--- config.mk ---
export PLATFORM = sky130hd
export DESIGN_NAME = ref_counted_id_set
export DESIGN_NICKNAME = d
export VERILOG_FILES = /design/src/rcis_pkg.sv /design/src/rcis_cell.sv /design/src/ref_counted_id_set.sv
export SDC_FILE = /design/constraint.sdc
export NUM_CORES = 2
export LEC_CHECK = 0
export ABC_CLOCK_PERIOD_IN_PS = 6500
export BUFFER_PORTS_ARGS = -buffer_cell sky130_fd_sc_hd__buf_2
export CAP_MARGIN = 20
export CORE_MARGIN = 1
export CORE_UTILIZATION = 58
export CTS_BUF_LIST = sky130_fd_sc_hd__clkbuf_16
export CTS_CLUSTER_DIAMETER = 50
export DETAILED_ROUTE_END_ITERATION = 8
export GPL_ROUTABILITY_DRIVEN = 0
export HOLD_SLACK_MARGIN = 0.1
export PLACE_DENSITY = 0.74
export SKIP_CTS_REPAIR_TIMING = 1
export SYNTH_ARGS = -nofsm -noshare
export SYNTH_HDL_FRONTEND = slang
export SYNTH_SLANG_ARGS = --single-unit
--- constraint.sdc ---
create_clock -name clk -period 6.5 [get_ports clk]
set_clock_uncertainty 0.15 [all_clocks]
set_input_delay 1.3 -clock clk [delete_from_list [all_inputs] [get_ports clk]]
set_output_delay 1.3 -clock clk [all_outputs]
set_load 0.01 [all_outputs]
--- src/rcis_pkg.sv ---
// Shared types and constants for the reference-counted identifier set.
package rcis_pkg;

	localparam int DEFAULT_TABLE_DEPTH = 64;
	localparam int DEFAULT_KEY_WIDTH   = 16;

	localparam int OPC_W  = 2;
	localparam int SKEY_W = 16;
	localparam int AMT_W  = 15;
	localparam int CNT_W  = 16;
	localparam int OCC_W  = 7;

	localparam int S_TDATA_W = 40;
	localparam int M_TDATA_W = 32;

	localparam logic [OPC_W-1:0] OP_ADD   = 2'd0;
	localparam logic [OPC_W-1:0] OP_SUB   = 2'd1;
	localparam logic [OPC_W-1:0] OP_QUERY = 2'd2;

	localparam logic signed [CNT_W-1:0] CNT_MAX = 16'sh7FFF;
	localparam logic signed [CNT_W-1:0] CNT_MIN = 16'sh8000;

	// Search word that moves down the cell chain, one cell per cycle.
	typedef struct packed {
		logic vld;
		logic hit;
		logic free;
	} tok_flags_t;

	// Write command broadcast from the controller to the cells.
	typedef struct packed {
		logic en;
		logic set_valid;
		logic clr_valid;
	} wr_flags_t;

endpackage

--- src/rcis_cell.sv ---
// One table entry with its stage of the search chain.
module rcis_cell #(
	parameter int TABLE_DEPTH = rcis_pkg::DEFAULT_TABLE_DEPTH,
	parameter int KEY_WIDTH   = rcis_pkg::DEFAULT_KEY_WIDTH,
	parameter int IDX         = 0,
	localparam int IDX_W      = $clog2(TABLE_DEPTH)
) (
	input  logic                              clk,
	input  logic                              arst_n,
	input  rcis_pkg::tok_flags_t              tok_in,
	input  logic [IDX_W-1:0]                  hit_idx_in,
	input  logic signed [rcis_pkg::CNT_W-1:0] hit_cnt_in,
	input  logic [IDX_W-1:0]                  free_idx_in,
	input  logic [KEY_WIDTH-1:0]              key,
	input  rcis_pkg::wr_flags_t               wr,
	input  logic [IDX_W-1:0]                  wr_idx,
	input  logic [KEY_WIDTH-1:0]              wr_key,
	input  logic signed [rcis_pkg::CNT_W-1:0] wr_cnt,
	output rcis_pkg::tok_flags_t              tok_out,
	output logic [IDX_W-1:0]                  hit_idx_out,
	output logic signed [rcis_pkg::CNT_W-1:0] hit_cnt_out,
	output logic [IDX_W-1:0]                  free_idx_out
);

	logic                              ent_vld_q;
	logic [KEY_WIDTH-1:0]              ent_key_q;
	logic signed [rcis_pkg::CNT_W-1:0] ent_cnt_q;

	rcis_pkg::tok_flags_t              tok_q;
	logic [IDX_W-1:0]                  hidx_q;
	logic signed [rcis_pkg::CNT_W-1:0] hcnt_q;
	logic [IDX_W-1:0]                  fidx_q;

	rcis_pkg::tok_flags_t              tok_nx;
	logic [IDX_W-1:0]                  hidx_nx;
	logic signed [rcis_pkg::CNT_W-1:0] hcnt_nx;
	logic [IDX_W-1:0]                  fidx_nx;
	logic                              sel;

	assign sel = wr.en && (wr_idx == IDX_W'(IDX));

	// Only the first matching entry and the first free entry are recorded.
	always_comb begin
		tok_nx  = tok_in;
		hidx_nx = hit_idx_in;
		hcnt_nx = hit_cnt_in;
		fidx_nx = free_idx_in;
		if (ent_vld_q && (ent_key_q == key) && !tok_in.hit) begin
			tok_nx.hit = 1'b1;
			hidx_nx    = IDX_W'(IDX);
			hcnt_nx    = ent_cnt_q;
		end
		if (!ent_vld_q && !tok_in.free) begin
			tok_nx.free = 1'b1;
			fidx_nx     = IDX_W'(IDX);
		end
	end

	always_ff @(posedge clk or negedge arst_n) begin
		if (!arst_n) begin
			ent_vld_q <= 1'b0;
			tok_q     <= '0;
		end else begin
			tok_q <= tok_nx;
			if (sel && wr.set_valid) begin
				ent_vld_q <= 1'b1;
			end else if (sel && wr.clr_valid) begin
				ent_vld_q <= 1'b0;
			end
		end
	end

	always_ff @(posedge clk) begin
		hidx_q <= hidx_nx;
		hcnt_q <= hcnt_nx;
		fidx_q <= fidx_nx;
		if (sel) begin
			ent_key_q <= wr_key;
			ent_cnt_q <= wr_cnt;
		end
	end

	assign tok_out      = tok_q;
	assign hit_idx_out  = hidx_q;
	assign hit_cnt_out  = hcnt_q;
	assign free_idx_out = fidx_q;

endmodule

--- src/ref_counted_id_set.sv ---
// Top level of the reference-counted identifier set: cell chain and controller.
//
// Channel  Direction  Word contents (lowest bit first)
// s_*      in         opcode[1:0], spawn_key[17:2], amount[32:18], zero fill to 40 bits
// m_*      out        was_present[0], membership_changed[1], table_full[2],
//                     count_after[18:3], occupancy[25:19], zero fill to 32 bits
//
// After acceptance the search word passes through the table cells, one cell per cycle;
// the controller then collects it and, once the output can take a word, applies the
// update and loads the output register.
// Reset empties the table at once; there is no clearing pass.
// A new word is accepted once the previous result is in the output register, so a
// stalled output holds only the following item at its last step.
module ref_counted_id_set #(
	parameter int TABLE_DEPTH = rcis_pkg::DEFAULT_TABLE_DEPTH,
	parameter int KEY_WIDTH   = rcis_pkg::DEFAULT_KEY_WIDTH
) (
	input  logic                             clk,
	input  logic                             arst_n,
	input  logic                             s_tvalid,
	output logic                             s_tready,
	input  logic [rcis_pkg::S_TDATA_W-1:0]   s_tdata,  // opcode, spawn_key, amount
	output logic                             m_tvalid,
	input  logic                             m_tready,
	output logic [rcis_pkg::M_TDATA_W-1:0]   m_tdata   // was_present, membership_changed,
	                                                   // table_full, count_after, occupancy
);

	localparam int IDX_W = $clog2(TABLE_DEPTH);
	localparam int OCC_CNT_W = $clog2(TABLE_DEPTH + 1);
	localparam int CW = rcis_pkg::CNT_W;

	typedef enum logic [1:0] {
		ST_IDLE,
		ST_SCAN,
		ST_DONE
	} state_t;

	state_t state_q;

	logic [rcis_pkg::OPC_W-1:0] op_q;
	logic [rcis_pkg::AMT_W-1:0] amt_q;
	logic [KEY_WIDTH-1:0]       key_q;
	logic [KEY_WIDTH-1:0]       key_in;
	logic [31:0]                key_ext;
	logic                       start_q;

	logic                  hit_q;
	logic                  free_q;
	logic [IDX_W-1:0]      hidx_q;
	logic signed [CW-1:0]  hcnt_q;
	logic [IDX_W-1:0]      fidx_q;
	logic [OCC_CNT_W-1:0]  occ_q;

	logic [rcis_pkg::M_TDATA_W-1:0] m_tdata_q;
	logic                           m_tvalid_q;

	rcis_pkg::tok_flags_t  tok_f   [TABLE_DEPTH+1];
	logic [IDX_W-1:0]      tok_hidx[TABLE_DEPTH+1];
	logic signed [CW-1:0]  tok_hcnt[TABLE_DEPTH+1];
	logic [IDX_W-1:0]      tok_fidx[TABLE_DEPTH+1];

	rcis_pkg::wr_flags_t   wr;
	logic [IDX_W-1:0]      wr_idx;
	logic signed [CW-1:0]  wr_cnt;

	logic                  accept;
	logic                  fire;
	logic signed [CW:0]    sum_w;
	logic signed [CW:0]    diff_w;
	logic signed [CW-1:0]  sum_sat;
	logic signed [CW-1:0]  diff_sat;
	logic signed [CW-1:0]  after;
	logic                  changed;
	logic                  full;
	logic                  occ_inc;
	logic                  occ_dec;
	logic [OCC_CNT_W-1:0]  occ_nx;
	logic [31:0]           occ_ext;
	logic [rcis_pkg::OCC_W-1:0] occ_out;

	assign key_ext = {16'b0, s_tdata[17:2]};
	assign key_in  = key_ext[KEY_WIDTH-1:0];

	assign s_tready = (state_q == ST_IDLE);
	assign accept   = s_tvalid && s_tready;
	assign fire     = (state_q == ST_DONE) && (!m_tvalid_q || m_tready);

	// The search starts in the cycle after acceptance, once the key register holds the new key.
	assign tok_f[0]    = '{vld: start_q, hit: 1'b0, free: 1'b0};
	assign tok_hidx[0] = '0;
	assign tok_hcnt[0] = '0;
	assign tok_fidx[0] = '0;

	for (genvar i = 0; i < TABLE_DEPTH; i++) begin : g_cell
		rcis_cell #(
			.TABLE_DEPTH(TABLE_DEPTH),
			.KEY_WIDTH  (KEY_WIDTH),
			.IDX        (i)
		) u_cell (
			.clk         (clk),
			.arst_n      (arst_n),
			.tok_in      (tok_f[i]),
			.hit_idx_in  (tok_hidx[i]),
			.hit_cnt_in  (tok_hcnt[i]),
			.free_idx_in (tok_fidx[i]),
			.key         (key_q),
			.wr          (wr),
			.wr_idx      (wr_idx),
			.wr_key      (key_q),
			.wr_cnt      (wr_cnt),
			.tok_out     (tok_f[i+1]),
			.hit_idx_out (tok_hidx[i+1]),
			.hit_cnt_out (tok_hcnt[i+1]),
			.free_idx_out(tok_fidx[i+1])
		);
	end

	// Saturating count arithmetic on one extra bit.
	always_comb begin
		sum_w  = {hcnt_q[CW-1], hcnt_q} + $signed({2'b00, amt_q});
		diff_w = {hcnt_q[CW-1], hcnt_q} - $signed({2'b00, amt_q});
		sum_sat  = (sum_w > $signed({1'b0, rcis_pkg::CNT_MAX})) ? rcis_pkg::CNT_MAX
		                                                         : sum_w[CW-1:0];
		diff_sat = (diff_w < $signed({1'b1, rcis_pkg::CNT_MIN})) ? rcis_pkg::CNT_MIN
		                                                          : diff_w[CW-1:0];
	end

	always_comb begin
		wr      = '0;
		wr_idx  = hidx_q;
		wr_cnt  = '0;
		after   = hit_q ? hcnt_q : '0;
		changed = 1'b0;
		full    = 1'b0;
		occ_inc = 1'b0;
		occ_dec = 1'b0;
		case (op_q)
			rcis_pkg::OP_ADD: begin
				if (hit_q) begin
					after  = sum_sat;
					wr.en  = 1'b1;
					wr_cnt = sum_sat;
				end else if (free_q) begin
					after        = $signed({1'b0, amt_q});
					wr.en        = 1'b1;
					wr.set_valid = 1'b1;
					wr_idx       = fidx_q;
					wr_cnt       = $signed({1'b0, amt_q});
					changed      = 1'b1;
					occ_inc      = 1'b1;
				end else begin
					after = '0;
					full  = 1'b1;
				end
			end
			rcis_pkg::OP_SUB: begin
				if (hit_q) begin
					after  = diff_sat;
					wr.en  = 1'b1;
					wr_cnt = diff_sat;
					if (diff_sat == '0) begin
						wr.clr_valid = 1'b1;
						changed      = 1'b1;
						occ_dec      = 1'b1;
					end
				end
			end
			default: begin
			end
		endcase
		wr.en = wr.en && fire;
		occ_nx = occ_q;
		if (fire && occ_inc) begin
			occ_nx = occ_q + 1'b1;
		end else if (fire && occ_dec) begin
			occ_nx = occ_q - 1'b1;
		end
		occ_ext = 32'(occ_nx);
		occ_out = (occ_ext > 32'd127) ? 7'd127 : occ_ext[rcis_pkg::OCC_W-1:0];
	end

	always_ff @(posedge clk or negedge arst_n) begin
		if (!arst_n) begin
			state_q    <= ST_IDLE;
			m_tvalid_q <= 1'b0;
			occ_q      <= '0;
			start_q    <= 1'b0;
		end else begin
			occ_q   <= occ_nx;
			start_q <= accept;
			if (fire) begin
				m_tvalid_q <= 1'b1;
			end else if (m_tvalid_q && m_tready) begin
				m_tvalid_q <= 1'b0;
			end
			case (state_q)
				ST_IDLE: begin
					if (accept) begin
						state_q <= ST_SCAN;
					end
				end
				ST_SCAN: begin
					if (tok_f[TABLE_DEPTH].vld) begin
						state_q <= ST_DONE;
					end
				end
				ST_DONE: begin
					if (fire) begin
						state_q <= ST_IDLE;
					end
				end
				default: begin
					state_q <= ST_IDLE;
				end
			endcase
		end
	end

	always_ff @(posedge clk) begin
		if (accept) begin
			op_q  <= s_tdata[1:0];
			key_q <= key_in;
			amt_q <= s_tdata[32:18];
		end
		if (state_q == ST_SCAN && tok_f[TABLE_DEPTH].vld) begin
			hit_q  <= tok_f[TABLE_DEPTH].hit;
			free_q <= tok_f[TABLE_DEPTH].free;
			hidx_q <= tok_hidx[TABLE_DEPTH];
			hcnt_q <= tok_hcnt[TABLE_DEPTH];
			fidx_q <= tok_fidx[TABLE_DEPTH];
		end
		if (fire) begin
			m_tdata_q <= {6'b0, occ_out, after, full, changed, hit_q};
		end
	end

	assign m_tvalid = m_tvalid_q;
	assign m_tdata  = m_tdata_q;

endmodule

==> metrics.cfg <==
[outcome]
outcome = finished clean

[grt]
gr-usage-all-layers = 0.222
grt_pass1_wl_um = 407000
number_of_global_route_vias_before_repair = 68800
grt-ovfl-total = 0
grt_antenna_before_repair = 8
grt_util_met3 = 0.0350
grtUsageMet2 = 0.372
grt_max_degree = 129
use_met1 = 0.299
grt.busiest_layer = met2

[pwr]
power_density_mw_per_mm2 = 315
irDropWorstVdd_uv = 404
finalPower_mw = 49.0
cellLeakagePower_nw = 59.1

[worst_hold_path]
min_delay_path_depth = 1
worst_hold_path_type = flip-flop to flip-flop
holdCritStartpoint = g_cell[26].u_cell.hit_idx_out[1]
holdPathEnd = g_cell[27].u_cell.hit_idx_out[1]

[floorplan]
starting_density_of_the_core = 0.584
rows = 178
die_height_um = 489
dieWidth_um = 489
coreArea_mm2 = 0.235
floorplan.io_pins = 78
die_area_mm2 = 0.239

[yosys]
synth.avg_cell_area_um2 = 16.4
ys_async_sr_fraction = 0.0656
syn_inst = 8395
synth_edf_count = 2137
synth-seq-area-share = 0.758
syn_area_mm2 = 0.138
ys_types = 68
ys_ff_latch = 4070
ys.warnings.count = 0
ys_dominant_reg_cell = sky130_fd_sc_hd__edfxtp_1

[clocking]
clock_sink_count = 4070
clock_insertion_delay_worst_skew_ns = 0.96
cts_buffers = 408
cts-root-to-sink-buffers = 4
cts_htree_levels = 5
ctsRootBufferMaster = sky130_fd_sc_hd__clkbuf_16
clkSlewWorstSetupHoldPaths_ns = 0.06
tritoncts_clock_tree = built

[routing]
route.detailed.wl_per_inst_um = 21.4
routed-via-count = 66100
total_iterations_of_the_first_detailed_routing_run = 6
antenna_left = 0
detail_route.drc_violations = 0
postRouteWirelength_um = 263000
drtIter0Drc = 4820
vias_per_cell = 5.38

[setup_path]
worstSetupStartpoint = amt_q[4]
worstSetupEndpointType = flip-flop
worst_r2r_startpoint = amt_q[4]
path_class = flip-flop to flip-flop
worst_setup_path_start_kind = flip-flop
critPathMaxFanout = 64
ff2ff_path_depth = 10
critical_path_required_ns = 6.89
r2r_setup_slack_ns = 1.23
crit-reg2reg-capture = g_cell[27].u_cell.ent_cnt_q[0]
arrival_ns = 5.67

[sta]
rsz0062_at_grt = no
timing.slew.headroom = 0.236
holdWs_ns = 0.193
layout_min_cycle_time_ns = 5.27
worst-slew-pin-transition_ns = 1.15
final_layout_setup_total_negative_slack_ns = 0
timing.final.crit_share = 0.812
setup_viol = 0
slew_viol_final = 0
fmax_mhz = 190
hold_viol_final = 0

[place]
dp_hpwl_um = 151000
buffer_ports.inserted = 64

[final_layout]
drive_gt1_frac = 0.249
layout.area.seq_mm2 = 0.104
final.fill_count = 15500
nets = 8864
area_of_the_multi_input_gates_mm2 = 0.0320
final_common_cell = sky130_fd_sc_hd__edfxtp_1
flow.area_growth_from_synthesis_pct = 13.2
leading_cell_types_in_the_layout_fill_and_taps_excluded = sky130_fd_sc_hd__edfxtp_1, sky130_fd_sc_hd__dfxtp_1, sky130_fd_sc_hd__mux2_2, sky130_fd_sc_hd__xnor2_1, sky130_fd_sc_hd__clkbuf_16

[flow_run]
max-cap-violations = 0

==> cells by family (layout without fill, tap and decap cells) <==
logic type,Yosys count,in the layout,share of synthesized area
AOI/OAI and AO/OA,276,276,0.0136
xor gates and xnor gates,1047,1047,0.0667
adders and majority gates,34,34,0.00320
buffers and inverters,391,1115,0.0112
DFF,4070,4070,0.758
muxes,1009,1009,0.0826
other,1,13,0.0000273
and+or+nand+nor,1567,1567,0.0650
==> metal layers <==
layer	routed length (um)	up-vias
met5	18	-
met4	7020	4
met3	13400	478
met2	130000	1627
met1	113000	33500
li1	-	30500
==> state kept, by name, indices dropped and copies added (netlist names) <==
signal / flops
g_cell.u_cell.ent_cnt_q: 1024
g_cell.u_cell.ent_key_q: 1024
g_cell.u_cell.hit_cnt_out: 1024
g_cell.u_cell.free_idx_out: 321
g_cell.u_cell.hit_idx_out: 321
g_cell.u_cell.tok_out: 192
g_cell.u_cell.ent_vld_q: 64
m_tdata: 26
hcnt_q: 16
key_q: 16
amt_q: 15
occ_q: 7
fidx_q: 6
hidx_q: 6
op_q: 2
state_q: 2
free_q: 1
hit_q: 1
m_tvalid: 1
start_q: 1
==> report_power, final <==
group	internal, mW	switching [mW]	leakage [nW]
logic	0.0104	0.0463	16.1
clock network	12.7	9.40	6.73
registers	26.8	0.000694	36.2
==> worst max path at each step <==
stage                     cells after the start                         endpoint  slack, ns
after CTS                                    10   g_cell[25].u_cell.ent_cnt_q[0]       1.40
after global routing                         10   g_cell[26].u_cell.ent_cnt_q[0]       1.02
after detailed placement                     13      g_cell[31].u_cell.ent_vld_q       1.47
after floorplan                              10   g_cell[0].u_cell.ent_cnt_q[13]       0.83
final                                        10   g_cell[27].u_cell.ent_cnt_q[0]       1.23
after global placement                       11  g_cell[26].u_cell.ent_cnt_q[13]       1.47
==> critical path: stages (launching register included) <==
cell and delay (ns):
sky130_fd_sc_hd__edfxtp_1 0.42, sky130_fd_sc_hd__inv_1 0.06, sky130_fd_sc_hd__ha_1 0.52, sky130_fd_sc_hd__nor2_1 0.10
sky130_fd_sc_hd__a211oi_1 0.47, sky130_fd_sc_hd__a21oi_1 0.17, sky130_fd_sc_hd__o31ai_1 0.61, sky130_fd_sc_hd__nand4b_1 0.32
sky130_fd_sc_hd__a31oi_1 0.80, sky130_fd_sc_hd__o22ai_1 0.33, sky130_fd_sc_hd__nand2_4 0.82
==> synth_stat cells, types with 8 or more instances <==
| master | number | area (um^2) |
|---|---|---|
| sky130_fd_sc_hd__buf_2 | 37 | 185 |
| sky130_fd_sc_hd__or4_1 | 14 | 105 |
| sky130_fd_sc_hd__nand4_1 | 186 | 1160 |
| sky130_fd_sc_hd__a211oi_1 | 8 | 60.1 |
| sky130_fd_sc_hd__o21a_1 | 8 | 60.1 |
| sky130_fd_sc_hd__xor2_1 | 301 | 2640 |
| sky130_fd_sc_hd__a31oi_1 | 9 | 56.3 |
| sky130_fd_sc_hd__a21o_1 | 13 | 97.6 |
| sky130_fd_sc_hd__dfrtp_1 | 267 | 6680 |
| sky130_fd_sc_hd__nand3_1 | 84 | 420 |
| sky130_fd_sc_hd__clkbuf_1 | 179 | 672 |
| sky130_fd_sc_hd__nor3_1 | 75 | 375 |
| sky130_fd_sc_hd__a21oi_1 | 27 | 135 |
| sky130_fd_sc_hd__dfxtp_1 | 1666 | 33400 |
| sky130_fd_sc_hd__inv_1 | 103 | 387 |
| sky130_fd_sc_hd__or3_1 | 9 | 56.3 |
| sky130_fd_sc_hd__buf_1 | 65 | 244 |
| sky130_fd_sc_hd__or2_2 | 373 | 2330 |
| sky130_fd_sc_hd__o211ai_1 | 9 | 67.6 |
| sky130_fd_sc_hd__nand2b_1 | 139 | 870 |
| sky130_fd_sc_hd__ha_1 | 32 | 400 |
| sky130_fd_sc_hd__nor4_1 | 75 | 469 |
| sky130_fd_sc_hd__o21ai_0 | 85 | 425 |
| sky130_fd_sc_hd__nor2_1 | 173 | 649 |
| sky130_fd_sc_hd__mux2_2 | 1008 | 11400 |
| sky130_fd_sc_hd__edfxtp_1 | 2137 | 64200 |
| sky130_fd_sc_hd__o31ai_1 | 66 | 495 |
| sky130_fd_sc_hd__nor2b_1 | 265 | 1660 |
| sky130_fd_sc_hd__and2_1 | 22 | 138 |
| sky130_fd_sc_hd__nand2_1 | 122 | 458 |
| sky130_fd_sc_hd__nor3b_1 | 10 | 75.1 |
| sky130_fd_sc_hd__xnor2_1 | 746 | 6530 |
==> through the flow <==
stage | cells | cell area (um^2) | utilization | setup slack [ns]
after global placement | 11500 | 143000 | 0.605 | 1.47
final | 12300 | 156000 | 0.661 | 1.23
after floorplan | 8400 | 138000 | - | 0.834
after detailed placement | 11500 | 143000 | 0.606 | 1.47
after global routing | 12300 | 156000 | 0.661 | 1.02
after CTS | 12300 | 156000 | 0.661 | 1.40
==> area by class of cell <==
class / count / share of cell area
multi-input cells: 3939 / 0.205
well taps: 3150 / 0.0253
clock buffers: 431 / 0.0693
clock inverters: 317 / 0.0133
inverters: 103 / 0.00248
repair buffers: 264 / 0.0147
diodes: 7 / 0.000113
flip-flops and latches: 4070 / 0.669
No activity file was read; power rests on OpenSTA's default activity.
